### config.mk
export PLATFORM = sky130hd
export DESIGN_NAME = region_grayscale_invert
export DESIGN_NICKNAME = d
export VERILOG_FILES = /design/src/hw/rtl/rgi_pkg.sv /design/src/hw/rtl/rgi_cfg.sv /design/src/hw/rtl/region_grayscale_invert.sv
export SDC_FILE = /design/constraint.sdc
export NUM_CORES = 1
export LEC_CHECK = 0
export BUFFER_PORTS_ARGS = -buffer_cell sky130_fd_sc_hd__buf_2
export CAP_MARGIN = 40
export CORE_MARGIN = 2
export CORE_UTILIZATION = 51
export DETAILED_ROUTE_END_ITERATION = 16
export PLACE_DENSITY = 0.68
export REMOVE_ABC_BUFFERS = 1
export SYNTH_ARGS = -nofsm -noshare
export SYNTH_HDL_FRONTEND = slang
export SYNTH_SLANG_ARGS = --single-unit
### constraint.sdc
create_clock -name clk -period 19.5 [get_ports clk]
set_input_delay 3.9 -clock clk [delete_from_list [all_inputs] [get_ports clk]]
set_output_delay 3.9 -clock clk [all_outputs]
set_load 0.02 [all_outputs]
### src/hw/rtl/rgi_pkg.sv
package rgi_pkg;

    localparam logic [12:0] MAX_DIM = 13'd4096;

    localparam int CFG_IDX_W  = 3;
    localparam int CFG_DATA_W = 16;

    localparam logic [CFG_IDX_W-1:0] REG_EFFECT_MODE  = 3'd0;
    localparam logic [CFG_IDX_W-1:0] REG_RECT_LEFT    = 3'd1;
    localparam logic [CFG_IDX_W-1:0] REG_RECT_TOP     = 3'd2;
    localparam logic [CFG_IDX_W-1:0] REG_RECT_RIGHT   = 3'd3;
    localparam logic [CFG_IDX_W-1:0] REG_RECT_BOTTOM  = 3'd4;
    localparam logic [CFG_IDX_W-1:0] REG_IMAGE_WIDTH  = 3'd5;
    localparam logic [CFG_IDX_W-1:0] REG_IMAGE_HEIGHT = 3'd6;

    localparam logic MODE_GRAY   = 1'b0;
    localparam logic MODE_INVERT = 1'b1;

    localparam logic [7:0]  PIX_MAX     = 8'd255;
    localparam logic [17:0] LUMA_K_RED  = 18'd299;
    localparam logic [17:0] LUMA_K_GRN  = 18'd587;
    localparam logic [17:0] LUMA_K_BLU  = 18'd114;
    localparam logic [17:0] LUMA_ROUND  = 18'd500;
    localparam logic [18:0] LUMA_RECIP  = 19'd268436;
    localparam int          LUMA_SHIFT  = 28;

    typedef struct packed {
        logic [11:0] pixel_col;
        logic [11:0] pixel_row;
        logic [7:0]  red_in;
        logic [7:0]  green_in;
        logic [7:0]  blue_in;
    } pix_in_t;

    typedef struct packed {
        logic [7:0] red_out;
        logic [7:0] green_out;
        logic [7:0] blue_out;
        logic       in_region;
    } pix_out_t;

    typedef struct packed {
        logic        mode;
        logic [12:0] x0;
        logic [12:0] x1;
        logic [12:0] y0;
        logic [12:0] y1;
    } bounds_t;

endpackage

### src/hw/rtl/rgi_cfg.sv
module rgi_cfg
    import rgi_pkg::*;
(
    input  logic                  clk,
    input  logic                  rst_n,
    input  logic                  cfg_valid,
    output logic                  cfg_ready,
    input  logic [CFG_IDX_W-1:0]  cfg_index,
    input  logic [CFG_DATA_W-1:0] cfg_data,
    output bounds_t               bounds
);

    logic        mode_reg;
    logic [15:0] left_reg;
    logic [15:0] top_reg;
    logic [15:0] right_reg;
    logic [15:0] bottom_reg;
    logic [12:0] width_reg;
    logic [12:0] height_reg;

    logic [12:0] w_sat;
    logic [12:0] h_sat;
    logic [12:0] l_clamp;
    logic [12:0] r_clamp;
    logic [12:0] t_clamp;
    logic [12:0] b_clamp;
    bounds_t     bounds_next;
    bounds_t     bounds_reg;

    assign cfg_ready = 1'b1;

    always_ff @(posedge clk or negedge rst_n)
    begin
        if (!rst_n)
        begin
            mode_reg   <= MODE_GRAY;
            left_reg   <= '0;
            top_reg    <= '0;
            right_reg  <= '0;
            bottom_reg <= '0;
            width_reg  <= MAX_DIM;
            height_reg <= MAX_DIM;
        end
        else if (cfg_valid && cfg_ready)
        begin
            unique case (cfg_index)
                REG_EFFECT_MODE:  mode_reg   <= cfg_data[0];
                REG_RECT_LEFT:    left_reg   <= cfg_data;
                REG_RECT_TOP:     top_reg    <= cfg_data;
                REG_RECT_RIGHT:   right_reg  <= cfg_data;
                REG_RECT_BOTTOM:  bottom_reg <= cfg_data;
                REG_IMAGE_WIDTH:  width_reg  <= cfg_data[12:0];
                REG_IMAGE_HEIGHT: height_reg <= cfg_data[12:0];
                default:          ;
            endcase
        end
    end

    function automatic logic [12:0] clamp_bound(input logic [15:0] b, input logic [12:0] lim);
        logic [12:0] res;
        if (b[15])
            res = '0;
        else if (b >= {3'b000, lim})
            res = lim;
        else
            res = b[12:0];
        return res;
    endfunction

    always_comb
    begin
        w_sat   = (width_reg  > MAX_DIM) ? MAX_DIM : width_reg;
        h_sat   = (height_reg > MAX_DIM) ? MAX_DIM : height_reg;
        l_clamp = clamp_bound(left_reg, w_sat);
        r_clamp = clamp_bound(right_reg, w_sat);
        t_clamp = clamp_bound(top_reg, h_sat);
        b_clamp = clamp_bound(bottom_reg, h_sat);
        bounds_next.mode = mode_reg;
        bounds_next.x0   = (l_clamp < r_clamp) ? l_clamp : r_clamp;
        bounds_next.x1   = (l_clamp < r_clamp) ? r_clamp : l_clamp;
        bounds_next.y0   = (t_clamp < b_clamp) ? t_clamp : b_clamp;
        bounds_next.y1   = (t_clamp < b_clamp) ? b_clamp : t_clamp;
    end

    always_ff @(posedge clk or negedge rst_n)
    begin
        if (!rst_n)
            bounds_reg <= '0;
        else
            bounds_reg <= bounds_next;
    end

    assign bounds = bounds_reg;

endmodule

### src/hw/rtl/region_grayscale_invert.sv
// Region effect on a pixel stream: each pixel whose column and row fall inside the
// clamped rectangle is turned to BT.601 luma or color-inverted, all others pass
// through, and in_region tells which. One pixel is taken every cycle while in_stall
// is low; an accepted pixel passes through input, luma sum, reciprocal multiply and
// output register stages. Clamped bounds are registered behind the configuration
// registers, so a request may follow a write immediately.
module region_grayscale_invert
    import rgi_pkg::*;
(
    input  logic                  clk,
    input  logic                  rst_n,
    input  logic                  in_valid,
    output logic                  in_stall,
    input  pix_in_t               in_pixel,
    output logic                  out_valid,
    input  logic                  out_stall,
    output pix_out_t              out_pixel,
    input  logic                  cfg_valid,
    output logic                  cfg_ready,
    input  logic [CFG_IDX_W-1:0]  cfg_index,
    input  logic [CFG_DATA_W-1:0] cfg_data
);

    bounds_t bounds;

    rgi_cfg u_cfg (
        .clk       (clk),
        .rst_n     (rst_n),
        .cfg_valid (cfg_valid),
        .cfg_ready (cfg_ready),
        .cfg_index (cfg_index),
        .cfg_data  (cfg_data),
        .bounds    (bounds)
    );

    logic        s1_valid_reg;
    pix_in_t     s1_pix_reg;

    logic        s2_valid_reg;
    logic [17:0] s2_sum_reg;
    logic [17:0] s2_sum_next;
    logic        s2_inside_reg;
    logic        s2_inside_next;
    logic        s2_mode_reg;
    logic [7:0]  s2_red_reg;
    logic [7:0]  s2_green_reg;
    logic [7:0]  s2_blue_reg;

    logic        s3_valid_reg;
    logic [7:0]  s3_luma_reg;
    logic [36:0] s3_prod;
    logic        s3_inside_reg;
    logic        s3_mode_reg;
    logic [7:0]  s3_red_reg;
    logic [7:0]  s3_green_reg;
    logic [7:0]  s3_blue_reg;

    logic        out_valid_reg;
    pix_out_t    out_pixel_reg;
    pix_out_t    out_pixel_next;
    logic        out_mode_reg;

    logic        ready4;
    logic        ready3;
    logic        ready2;
    logic        ready1;

    assign ready4   = !out_valid_reg || !out_stall;
    assign ready3   = !s3_valid_reg || ready4;
    assign ready2   = !s2_valid_reg || ready3;
    assign ready1   = !s1_valid_reg || ready2;
    assign in_stall = !ready1;

    // hold input request
    always_ff @(posedge clk or negedge rst_n)
    begin
        if (!rst_n)
            s1_valid_reg <= 1'b0;
        else if (ready1)
            s1_valid_reg <= in_valid;
    end

    always_ff @(posedge clk)
    begin
        if (ready1 && in_valid)
            s1_pix_reg <= in_pixel;
    end

    always_comb
    begin
        s2_sum_next = LUMA_K_RED * {10'd0, s1_pix_reg.red_in}
                    + LUMA_K_GRN * {10'd0, s1_pix_reg.green_in}
                    + LUMA_K_BLU * {10'd0, s1_pix_reg.blue_in}
                    + LUMA_ROUND;
        s2_inside_next = ({1'b0, s1_pix_reg.pixel_col} >= bounds.x0)
                      && ({1'b0, s1_pix_reg.pixel_col} <  bounds.x1)
                      && ({1'b0, s1_pix_reg.pixel_row} >= bounds.y0)
                      && ({1'b0, s1_pix_reg.pixel_row} <  bounds.y1);
    end

    always_ff @(posedge clk or negedge rst_n)
    begin
        if (!rst_n)
            s2_valid_reg <= 1'b0;
        else if (ready2)
            s2_valid_reg <= s1_valid_reg;
    end

    always_ff @(posedge clk)
    begin
        if (ready2 && s1_valid_reg)
        begin
            s2_sum_reg    <= s2_sum_next;
            s2_inside_reg <= s2_inside_next;
            s2_mode_reg   <= bounds.mode;
            s2_red_reg    <= s1_pix_reg.red_in;
            s2_green_reg  <= s1_pix_reg.green_in;
            s2_blue_reg   <= s1_pix_reg.blue_in;
        end
    end

    // divide by 1000 through the scaled reciprocal
    assign s3_prod = {19'd0, s2_sum_reg} * {18'd0, LUMA_RECIP};

    always_ff @(posedge clk or negedge rst_n)
    begin
        if (!rst_n)
            s3_valid_reg <= 1'b0;
        else if (ready3)
            s3_valid_reg <= s2_valid_reg;
    end

    always_ff @(posedge clk)
    begin
        if (ready3 && s2_valid_reg)
        begin
            s3_luma_reg   <= s3_prod[LUMA_SHIFT+7:LUMA_SHIFT];
            s3_inside_reg <= s2_inside_reg;
            s3_mode_reg   <= s2_mode_reg;
            s3_red_reg    <= s2_red_reg;
            s3_green_reg  <= s2_green_reg;
            s3_blue_reg   <= s2_blue_reg;
        end
    end

    always_comb
    begin
        out_pixel_next.in_region = s3_inside_reg;
        if (!s3_inside_reg)
        begin
            out_pixel_next.red_out   = s3_red_reg;
            out_pixel_next.green_out = s3_green_reg;
            out_pixel_next.blue_out  = s3_blue_reg;
        end
        else if (s3_mode_reg == MODE_INVERT)
        begin
            out_pixel_next.red_out   = PIX_MAX - s3_red_reg;
            out_pixel_next.green_out = PIX_MAX - s3_green_reg;
            out_pixel_next.blue_out  = PIX_MAX - s3_blue_reg;
        end
        else
        begin
            out_pixel_next.red_out   = s3_luma_reg;
            out_pixel_next.green_out = s3_luma_reg;
            out_pixel_next.blue_out  = s3_luma_reg;
        end
    end

    always_ff @(posedge clk or negedge rst_n)
    begin
        if (!rst_n)
            out_valid_reg <= 1'b0;
        else if (ready4)
            out_valid_reg <= s3_valid_reg;
    end

    always_ff @(posedge clk)
    begin
        if (ready4 && s3_valid_reg)
        begin
            out_pixel_reg <= out_pixel_next;
            out_mode_reg  <= s3_mode_reg;
        end
    end

    assign out_valid = out_valid_reg;
    assign out_pixel = out_pixel_reg;

    a_full_stall: assert property (@(posedge clk) disable iff (!rst_n)
        (s1_valid_reg && s2_valid_reg && s3_valid_reg && out_valid_reg && out_stall)
        |-> in_stall)
        else $error("pipeline full under stall but input not stalled");

    a_gray_equal: assert property (@(posedge clk) disable iff (!rst_n)
        (out_valid_reg && out_pixel_reg.in_region && out_mode_reg == MODE_GRAY)
        |-> (out_pixel_reg.red_out == out_pixel_reg.green_out
             && out_pixel_reg.green_out == out_pixel_reg.blue_out))
        else $error("grayscale pixel channels differ");

    a_bounds_order: assert property (@(posedge clk) disable iff (!rst_n)
        (bounds.x0 <= bounds.x1) && (bounds.y0 <= bounds.y1)
        && (bounds.x1 <= MAX_DIM) && (bounds.y1 <= MAX_DIM))
        else $error("clamped bounds out of order");

    a_stage_hold: assert property (@(posedge clk) disable iff (!rst_n)
        (s3_valid_reg && !ready3) |=> (s3_valid_reg && $stable(s3_luma_reg)))
        else $error("stalled stage lost its data");

endmodule
; ---- Word-level counts from Yosys, hierarchy flattened
; Cells that the tools add are included.
[classes]
n_reduce_logical = 25
add_sub_neg = 6
mux = 16
multipliers = 4
eq_ne = 6
order_cmp = 12
[op_table]
columns = cell, n
row1 = 13-bit 2-to-1 mux, 14
row2 = 16-bit by 13-bit greater-or-equal comparator with 1-bit output, 4
row3 = 24-bit 2-to-1 mux, 2
row4 = 18-bit by 17-bit multiplier with 34-bit output (second input constant), 1
row5 = 12-bit by 13-bit greater-or-equal comparator with 1-bit output, 2
row6 = 13-bit > comparator (second input constant), 2
row7 = 12-bit by 13-bit less-than comparator with 1-bit output, 2
row8 = 13-bit less-than comparator, 2
row9 = 8-bit subtractor (first input constant), 3
row10 = 17-bit by 18-bit adder with 18-bit output, 1
row11 = 18-bit by 15-bit adder with 18-bit output, 1
row12 = 18-bit by 9-bit adder with 18-bit output (second input constant), 1
row13 = 10-bit by 8-bit multiplier with 18-bit output (first input constant), 1
row14 = 9-bit by 8-bit multiplier with 17-bit output (first input constant), 1
row15 = 6-bit by 8-bit multiplier with 14-bit output (first input constant), 1
row16 = 2-bit AND reduction, 7
row17 = 3-bit == test (second input constant), 3
row18 = 1-bit logical AND, 7
row19 = 3-bit by 2-bit == test with 1-bit output (second input constant), 2
row20 = 1-bit logical NOT, 6
row21 = 1-bit logical OR, 4
row22 = 3-bit by 1-bit == test with 1-bit output (second input constant), 1
row23 = 3-bit logical NOT, 1
[word_totals]
inputBits = 72
word_cells = 106
regBits = 299

; ---- Logic depth before layout (Yosys ltp)
; Gate-level depths: netlist of the first run.
[logic_depth]
depth_word = 7
depth_mapped = 27
mapped_depth_nobuf = 27

; ---- Cells and area by module
; A second synthesis of the first run with hierarchy kept.
[unflattened]
cells_unflattened = 1911
hier_area_um2 = 22073.7
[by_module_without_submodules]
columns = module, cells_each, n_inst, area_per_inst_um2, seq_area_each_um2
row1 = region_grayscale_invert, 1204, 1, 14061.0, 4634.4
row2 = rgi_cfg, 707, 1, 8012.7, 3606.0

; ---- Least setup slack after synthesis of the first run
; No wires, ideal clock.
[synth_path]
path_kind = input to output
start = input out_stall
end = output in_stall
arrival_ns = 4.343
path_slack_ns = 11.257
cell_stages = 3
n_path_buf = 0
path_cell_list = and3_1 > nand3_1 > inv_1
[synth_between]
elab_chain_cells = 6
[synth_lines]
columns = item, line_no
row1 = start: declaration, region_grayscale_invert.sv:16  ; input logic out_stall,
row2 = 1-bit logical NOT, region_grayscale_invert.sv:68  ; assign ready4 = !out_valid_reg || !out_stall;
row3 = 1-bit logical OR, region_grayscale_invert.sv:68
row4 = 1-bit logical OR, region_grayscale_invert.sv:69  ; assign ready3 = !s3_valid_reg || ready4;
row5 = 1-bit logical OR, region_grayscale_invert.sv:70  ; assign ready2 = !s2_valid_reg || ready3;
row6 = 1-bit logical OR, region_grayscale_invert.sv:71  ; assign ready1 = !s1_valid_reg || ready2;
row7 = 1-bit logical NOT, region_grayscale_invert.sv:72  ; assign in_stall = !ready1;
row8 = end: declaration, region_grayscale_invert.sv:13  ; output logic in_stall,
; Every way passes these cells.

; ---- Worst setup path in the final report of the first run
; Ends and elaborated chain as after synthesis.

==> results of run 1 <==
==> critical path: stages <==
cell and delay, ns:
buf_2 0.10, and3_1 0.25, nand3_1 0.14, inv_1 0.06
buf_2 0.15
==> kinds of logic after synthesis <==
group,count (synthesis)
AO/OA/AOI/OAI,261
multiplexers,174
XOR/XNOR,27
flip-flops,299
AND/OR/NAND/NOR,227
adder cells (fa/ha/maj),497
other,1
buffers and inverters,389
==> layout make-up <==
| cell class | instances | share of cell area [%] |
|---|---|---|
| clock inverters | 11 | 0.716 |
| flip-flops and latches | 299 | 33.9 |
| well taps | 539 | 2.77 |
| repair buffers | 114 | 3.06 |
| diodes | 1 | 0.0103 |
| multi-input cells | 1187 | 49.6 |
| clock buffers | 54 | 4.50 |
| inverters | 353 | 5.45 |
==> routing by layer <==
metal	up-vias	wire length, um	share of wire (%)
li1	6658	-	-
met1	6717	19000	43
met2	222	22000	50
met3	65	1790	4.1
met4	2	1220	2.8
met5	-	16	0.036
==> worst max-delay path by stage <==
stage / endpoint / slack (ns) / depth (start not counted)
2_1_floorplan: in_stall / 11.26 / 3
3_5_place_dp: in_stall / 10.99 / 5
4_1_cts: in_stall / 10.99 / 5
3_3_place_gp: in_stall / 10.99 / 5
5_1_grt: in_stall / 10.93 / 5
6_report: in_stall / 10.99 / 5
==> per-stage QoR <==
| step | util (%) | hold WS [ns] | cells | setup WS, ns |
|---|---|---|---|---|
| finish | 57.8 | 0.399 | 2558 | 10.99 |
| global route | 57.8 | 0.413 | 2557 | 10.93 |
| CTS | 57.8 | 0.402 | 2557 | 10.99 |
| detailed placement | 54.8 | 0.395 | 2492 | 10.99 |
| global placement | 54.3 | 0.385 | 2482 | 10.99 |
| floorplan | - | 0.350 | 1839 | 11.26 |
==> placed cells by master, fill, tap and decap left out, types with 5 or more instances in the layout <==
| master | n |
|---|---|
| nor3_1 | 33 |
| a21o_1 | 50 |
| or2_2 | 14 |
| xnor2_1 | 22 |
| nand2b_1 | 18 |
| mux2i_1 | 60 |
| mux2_2 | 113 |
| fa_1 | 121 |
| buf_2 | 97 |
| nor2_1 | 47 |
| o21bai_1 | 7 |
| a211oi_1 | 7 |
| and3_1 | 7 |
| o21ai_0 | 36 |
| nand3_1 | 12 |
| nand2_1 | 53 |
| ha_1 | 376 |
| nand4_1 | 10 |
| xor2_1 | 5 |
| inv_1 | 353 |
| a21oi_1 | 121 |
| clkbuf_1 | 10 |
| dfrtp_1 | 146 |
| edfxtp_1 | 151 |
| nor2b_1 | 8 |
| nor4_1 | 5 |
| clkbuf_16 | 40 |
| buf_4 | 6 |
==> results by group, run 1 <==
Status
  • Outcome: finished, final reports clean

Layout
  • Sequential cell area: between 8000 and 9000 um^2
  • Share of layout cells above drive strength 1: ~16%
  • Final Net Count: 2560
  • Fill count: 3457
  • Max FFs per register: 53
  • Post-route cell area: between 20000 and 25000 um^2
  • Area Overhead vs Synth: 11.7%
  • Multi-input gate area: around 12000 um^2

Synth
  • Synth top area share: 21.6%
  • Cell Area, Synth: roughly 22000 um^2
  • Largest family of logic cells by synthesized area: adder cells
  • Post-synth EDFFs: approximately 150
  • Yosys reg bits: ~300
  • Synthesized area per cell: between 10 and 15 um^2
  • Area leader, netlist: ha_1
  • Top_reg_cell synth: edfxtp_1
  • Synth Area in XOR/XNOR: under 10%
  • Post-Synth Adder-Cell Area: 32.8%
  • Post-synthesis sequential area ratio: between 30 and 40%
  • FFs w/ async S/R, synth: approximately half
  • Top-count cell post-synth: ha_1
  • Compound-Gate Fraction of Synth Area: under 10%
  • Synth top area cells: ha_1 22%, edfxtp_1 21%, dfrtp_1 17%, fa_1 11%, inv_1 6.1%
  • Simple-gate portion of the synthesized area: under 10%
  • Mapped Cells: approximately 1.9k
  • Post-synthesis mux area share: under 10%
  • Ys Warns: 0
  • Commonest cells post-synth: 376 x ha_1, 353 x inv_1, 151 x edfxtp_1
  • Synth cell types: 61

CTS
  • Post-cts sizing count: 0
  • Clock latency on the worst-skew pair: ~0.56 ns
  • H-tree levels: 2
  • CTS root buf: clkbuf_16
  • CTS sink cnt: roughly 300
  • TritonCTS clock tree: done
  • Setup bufs post-CTS: 0
  • Total CTS buffers: 36
  • Hold Buf Count CTS: 0
  • Clock tree buffer depth: 3
  • Clock-pin slew on the worst setup and hold paths: ~0.060 ns

Drt
  • Vias/cell: roughly 5.3
  • Vias: roughly 14k
  • Remaining DRCs: 0
  • Initial DRC Count: roughly 550
  • Wirelength per Cell: around 17 um
  • ANT nets after route: 0
  • Total wire length: around 44000 um
  • DRT Pass-1 Iters: 5

Place
  • I/O Buffers: 98
  • Placed wire-length estimate: approximately 35000 um
  • Routability cong.: about 0.87
  • Dpl cell area: ~23000 um^2

Worst setup path
  • Worst Setup Path Type: in -> out
  • CP Capture Type: primary output
  • FF-to-FF setup slack: 12.57 ns
  • Reg2Reg Depth: 24
  • CP Data Required Time: 15.60 ns
  • CP max FO: 4
  • Reg-to-reg endpoint: s2_sum_reg[16]
  • CP Launch Type: input port
  • R2r startpoint: s1_pix_reg[0]
  • Crit path from: out_stall
  • Arr. time, crit path: 4.61 ns

Worst hold path
  • Hold Path Depth: 0
  • Hold worst-path end: u_cfg.bounds[52]
  • Hold WC Path Type: reg -> reg
  • Hold Crit Start: u_cfg.mode_reg

Timing
  • Max transition margin: about two fifths
  • Final Cycle Share: between 40 and 50%
  • Sum Neg Setup Slack: 0 ns
  • Fin crit period: 8.51 ns
  • Final Hold Violating Endpoints: 0
  • Worst Max-Slew Pin Slew: between 0.8 and 0.9 ns
  • Achievable Freq: ~0.12 GHz
  • RSZ-0062 raised after global routing: false
  • Setup violators final: 0
  • Max Slew Vio Count: 0
  • Clock skew: 0.0381 ns

Die
  • I/O pins: 100
  • Core Rows: 75
  • Die H: around 210 um
  • Initial Util: 51.7%
  • Core Footprint: around 42000 um^2
  • Die ar.: between 40000 and 50000 um^2
  • Die width: 211 um

Global route
  • Routing usage on met1: about a quarter
  • Number of global-route vias before repair: roughly 14k
  • Initial antenna violation count: 2
  • M3 GR Usage: approximately 3.5%
  • First-pass GRT wire length: approximately 73000 um
  • Gr busiest metal: met2
  • GRT Util Overall: between 20% and 30%
  • Met2 usage: a little under two fifths
  • GRT overflow: 0
  • Largest net degree at the start of global routing: 78

Run
  • # Max-Cap Violations: 0
Power of run 1 is not shown: default switching activity piles up to over one toggle a cycle in this logic, so the estimate is an artifact.
==> run 2: changes to the inputs <==
--- a/config.mk
+++ b/config.mk
@@ -10,7 +10,7 @@
 export CORE_MARGIN = 2
 export CORE_UTILIZATION = 51
 export DETAILED_ROUTE_END_ITERATION = 16
-export PLACE_DENSITY = 0.68
+export PLACE_DENSITY = 0.71
 export REMOVE_ABC_BUFFERS = 1
 export SYNTH_ARGS = -nofsm -noshare
 export SYNTH_HDL_FRONTEND = slang
==> constraint.sdc (replaced) <==
create_clock -name clk -period 7.45 [get_ports clk]
set_input_delay 1.49 -clock clk [delete_from_list [all_inputs] [get_ports clk]]
set_output_delay 1.49 -clock clk [all_outputs]
set_load 0.02 [all_outputs]
==> results by group, run 2 (synthesis gave the netlist of run 1 again) <==
Drt
  • Wirelength per Cell: 17.0 um (was 17.2 um)
  • DRT Pass-1 Iters: 5 (unchanged)
  • Remaining DRCs: 0 (unchanged)
  • Total wire length: 43400 um (was 44000 um)
  • Vias: 13.7k (about the same)
  • Vias/cell: 5.35 (was 5.34)
  • ANT nets after route: 0 (unchanged)
  • Initial DRC Count: 673 (was 553)

Worst setup path
  • Worst Setup Path Type: reg -> reg (was in -> out)
  • Arr. time, crit path: 7.21 ns (was 4.61 ns)
  • CP Launch Type: flop (was input port)
  • CP max FO: 5 (was 4)
  • CP Capture Type: flop (was primary output)
  • CP Data Required Time: 7.74 ns (was 15.60 ns)

CTS
  • Setup bufs post-CTS: 0 (unchanged)
  • H-tree levels: 2 (unchanged)
  • Total CTS buffers: 34 (was 36)
  • Clock tree buffer depth: 3 (unchanged)
  • CTS root buf: clkbuf_16 (unchanged)
  • Hold Buf Count CTS: 0 (unchanged)
  • TritonCTS clock tree: done (unchanged)
  • Clock-pin slew on the worst setup and hold paths: 0.06 ns (about the same)
  • CTS sink cnt: 299 (unchanged)
  • Clock latency on the worst-skew pair: 0.55 ns (was 0.56 ns)
  • Post-cts sizing count: 0 (unchanged)

Timing
  • Fin crit period: 6.92 ns
  • RSZ-0062 raised after global routing: false (unchanged)
  • Setup violators final: 0 (unchanged)
  • Max transition margin: 45.4% (was 40.3%)
  • Achievable Freq: roughly 0.14 GHz
  • Final Cycle Share: 92.9%
  • Final Hold Violating Endpoints: 0 (unchanged)
  • Clock skew: 0.0236 ns (was 0.0381 ns)
  • Sum Neg Setup Slack: 0 ns (unchanged)
  • Max Slew Vio Count: 0 (unchanged)
  • Worst Max-Slew Pin Slew: 0.799 ns (was 0.873 ns)

Die
  • Die H: 211 um (unchanged)
  • I/O pins: 100 (unchanged)
  • Core Footprint: 42000 um^2 (unchanged)
  • Core Rows: 75 (unchanged)
  • Die ar.: 44300 um^2 (unchanged)
  • Die width: 211 um (unchanged)
  • Initial Util: 51.7% (unchanged)

Global route
  • Initial antenna violation count: 3 (was 2)
  • Largest net degree at the start of global routing: 85 (was 78)
  • First-pass GRT wire length: 71600 um (was 72600 um)
  • Number of global-route vias before repair: 14.4k (was 14.5k)
  • GRT Util Overall: 20.5% (was 20.8%)
  • GRT overflow: 0 (unchanged)

Layout
  • Share of layout cells above drive strength 1: 15.3% (was 15.5%)
  • Fill count: 3483 (was 3457)
  • Sequential cell area: 8240 um^2 (unchanged)
  • Area Overhead vs Synth: 10.8% (was 11.7%)
  • Max FFs per register: 53 (unchanged)
  • Multi-input gate area: 12000 um^2 (was 12100 um^2)
  • Commonest non-fill, non-tap cells in the layout: 376 x ha_1, 353 x inv_1, 151 x edfxtp_1 (unchanged)
  • Final Net Count: 2557 (was 2560)
  • Most common cell after layout, fill and taps aside: ha_1 (unchanged)

Worst hold path
  • Hold WC Path Type: reg -> reg (unchanged)

Run
  • # Max-Cap Violations: 0 (unchanged)

Place
  • Routability cong.: 0.858 (was 0.872)
  • I/O Buffers: 98 (unchanged)
  • Placed wire-length estimate: 34400 um (was 34700 um)

Status
  • Outcome: finished, final reports clean (unchanged)
-- run 2: path summary, 6_finish.rpt --
path / endpoint / slack, ns / start / cells after the start
min reg2reg: u_cfg.bounds[52] / 0.40 / u_cfg.mode_reg / 0
min: u_cfg.bounds[52] / 0.40 / u_cfg.mode_reg / 0
max reg2reg: s2_sum_reg[16] / 0.53 / s1_pix_reg[0] / 24
max in group asynchronous: u_cfg.width_reg[11] / 5.08 / rst_n / 2
min in group asynchronous: u_cfg.height_reg[2] / 0.98 / rst_n / 1
max: s2_sum_reg[16] / 0.53 / s1_pix_reg[0] / 24
-- run 2: cell type report --
class                           count  area share [%]
Antenna cell                        1          0.0104
Clock buffer                       43            3.88
Inverter                          353            5.50
Sequential cell                   299            34.2
Tap cell                          539            2.80
Timing Repair Buffer              113            2.86
Clock inverter                     19           0.820
Multi-Input combinational cell   1187            50.0
-- run 2: routing by layer --
metal,GRT usage [%],wire length [um],vias to the layer above
li1,-,-,6665
met3,2.99,1360,77
met4,8.01,1400,4
met1,25.8,19200,6712
met2,35.7,21400,197
met5,0,30,-
-- run 2: per-stage QoR --
step	worst slack, ns	util (%)	std cells	instance area, um^2	hold WS (ns)
after floorplan	1.06	-	1839	21600	0.350
after CTS	0.490	57.3	2553	24100	0.397
after global routing	0.127	57.4	2554	24100	0.422
final	0.526	57.4	2554	24100	0.398
after detailed placement	0.538	54.6	2491	23000	0.385
after global placement	0.716	54.3	2484	22800	0.380
-- run 2: worst max-delay path: stages (launching register included) --
cell,delay [ns]
edfxtp_1,0.49
fa_1,0.56
inv_1,0.05
fa_1,0.48
inv_1,0.04
ha_1,0.28
ha_1,0.16
inv_1,0.05
fa_1,0.40
xnor2_1,0.18
ha_1,0.25
ha_1,0.29
fa_1,0.50
inv_1,0.05
fa_1,0.46
fa_1,0.54
inv_1,0.04
ha_1,0.35
a21o_1,0.18
a31oi_1,0.19
o21ai_0,0.16
o41ai_1,0.53
o21bai_1,0.13
a21oi_1,0.21
xnor2_1,0.08
Power of run 2 is left out for the same reason.
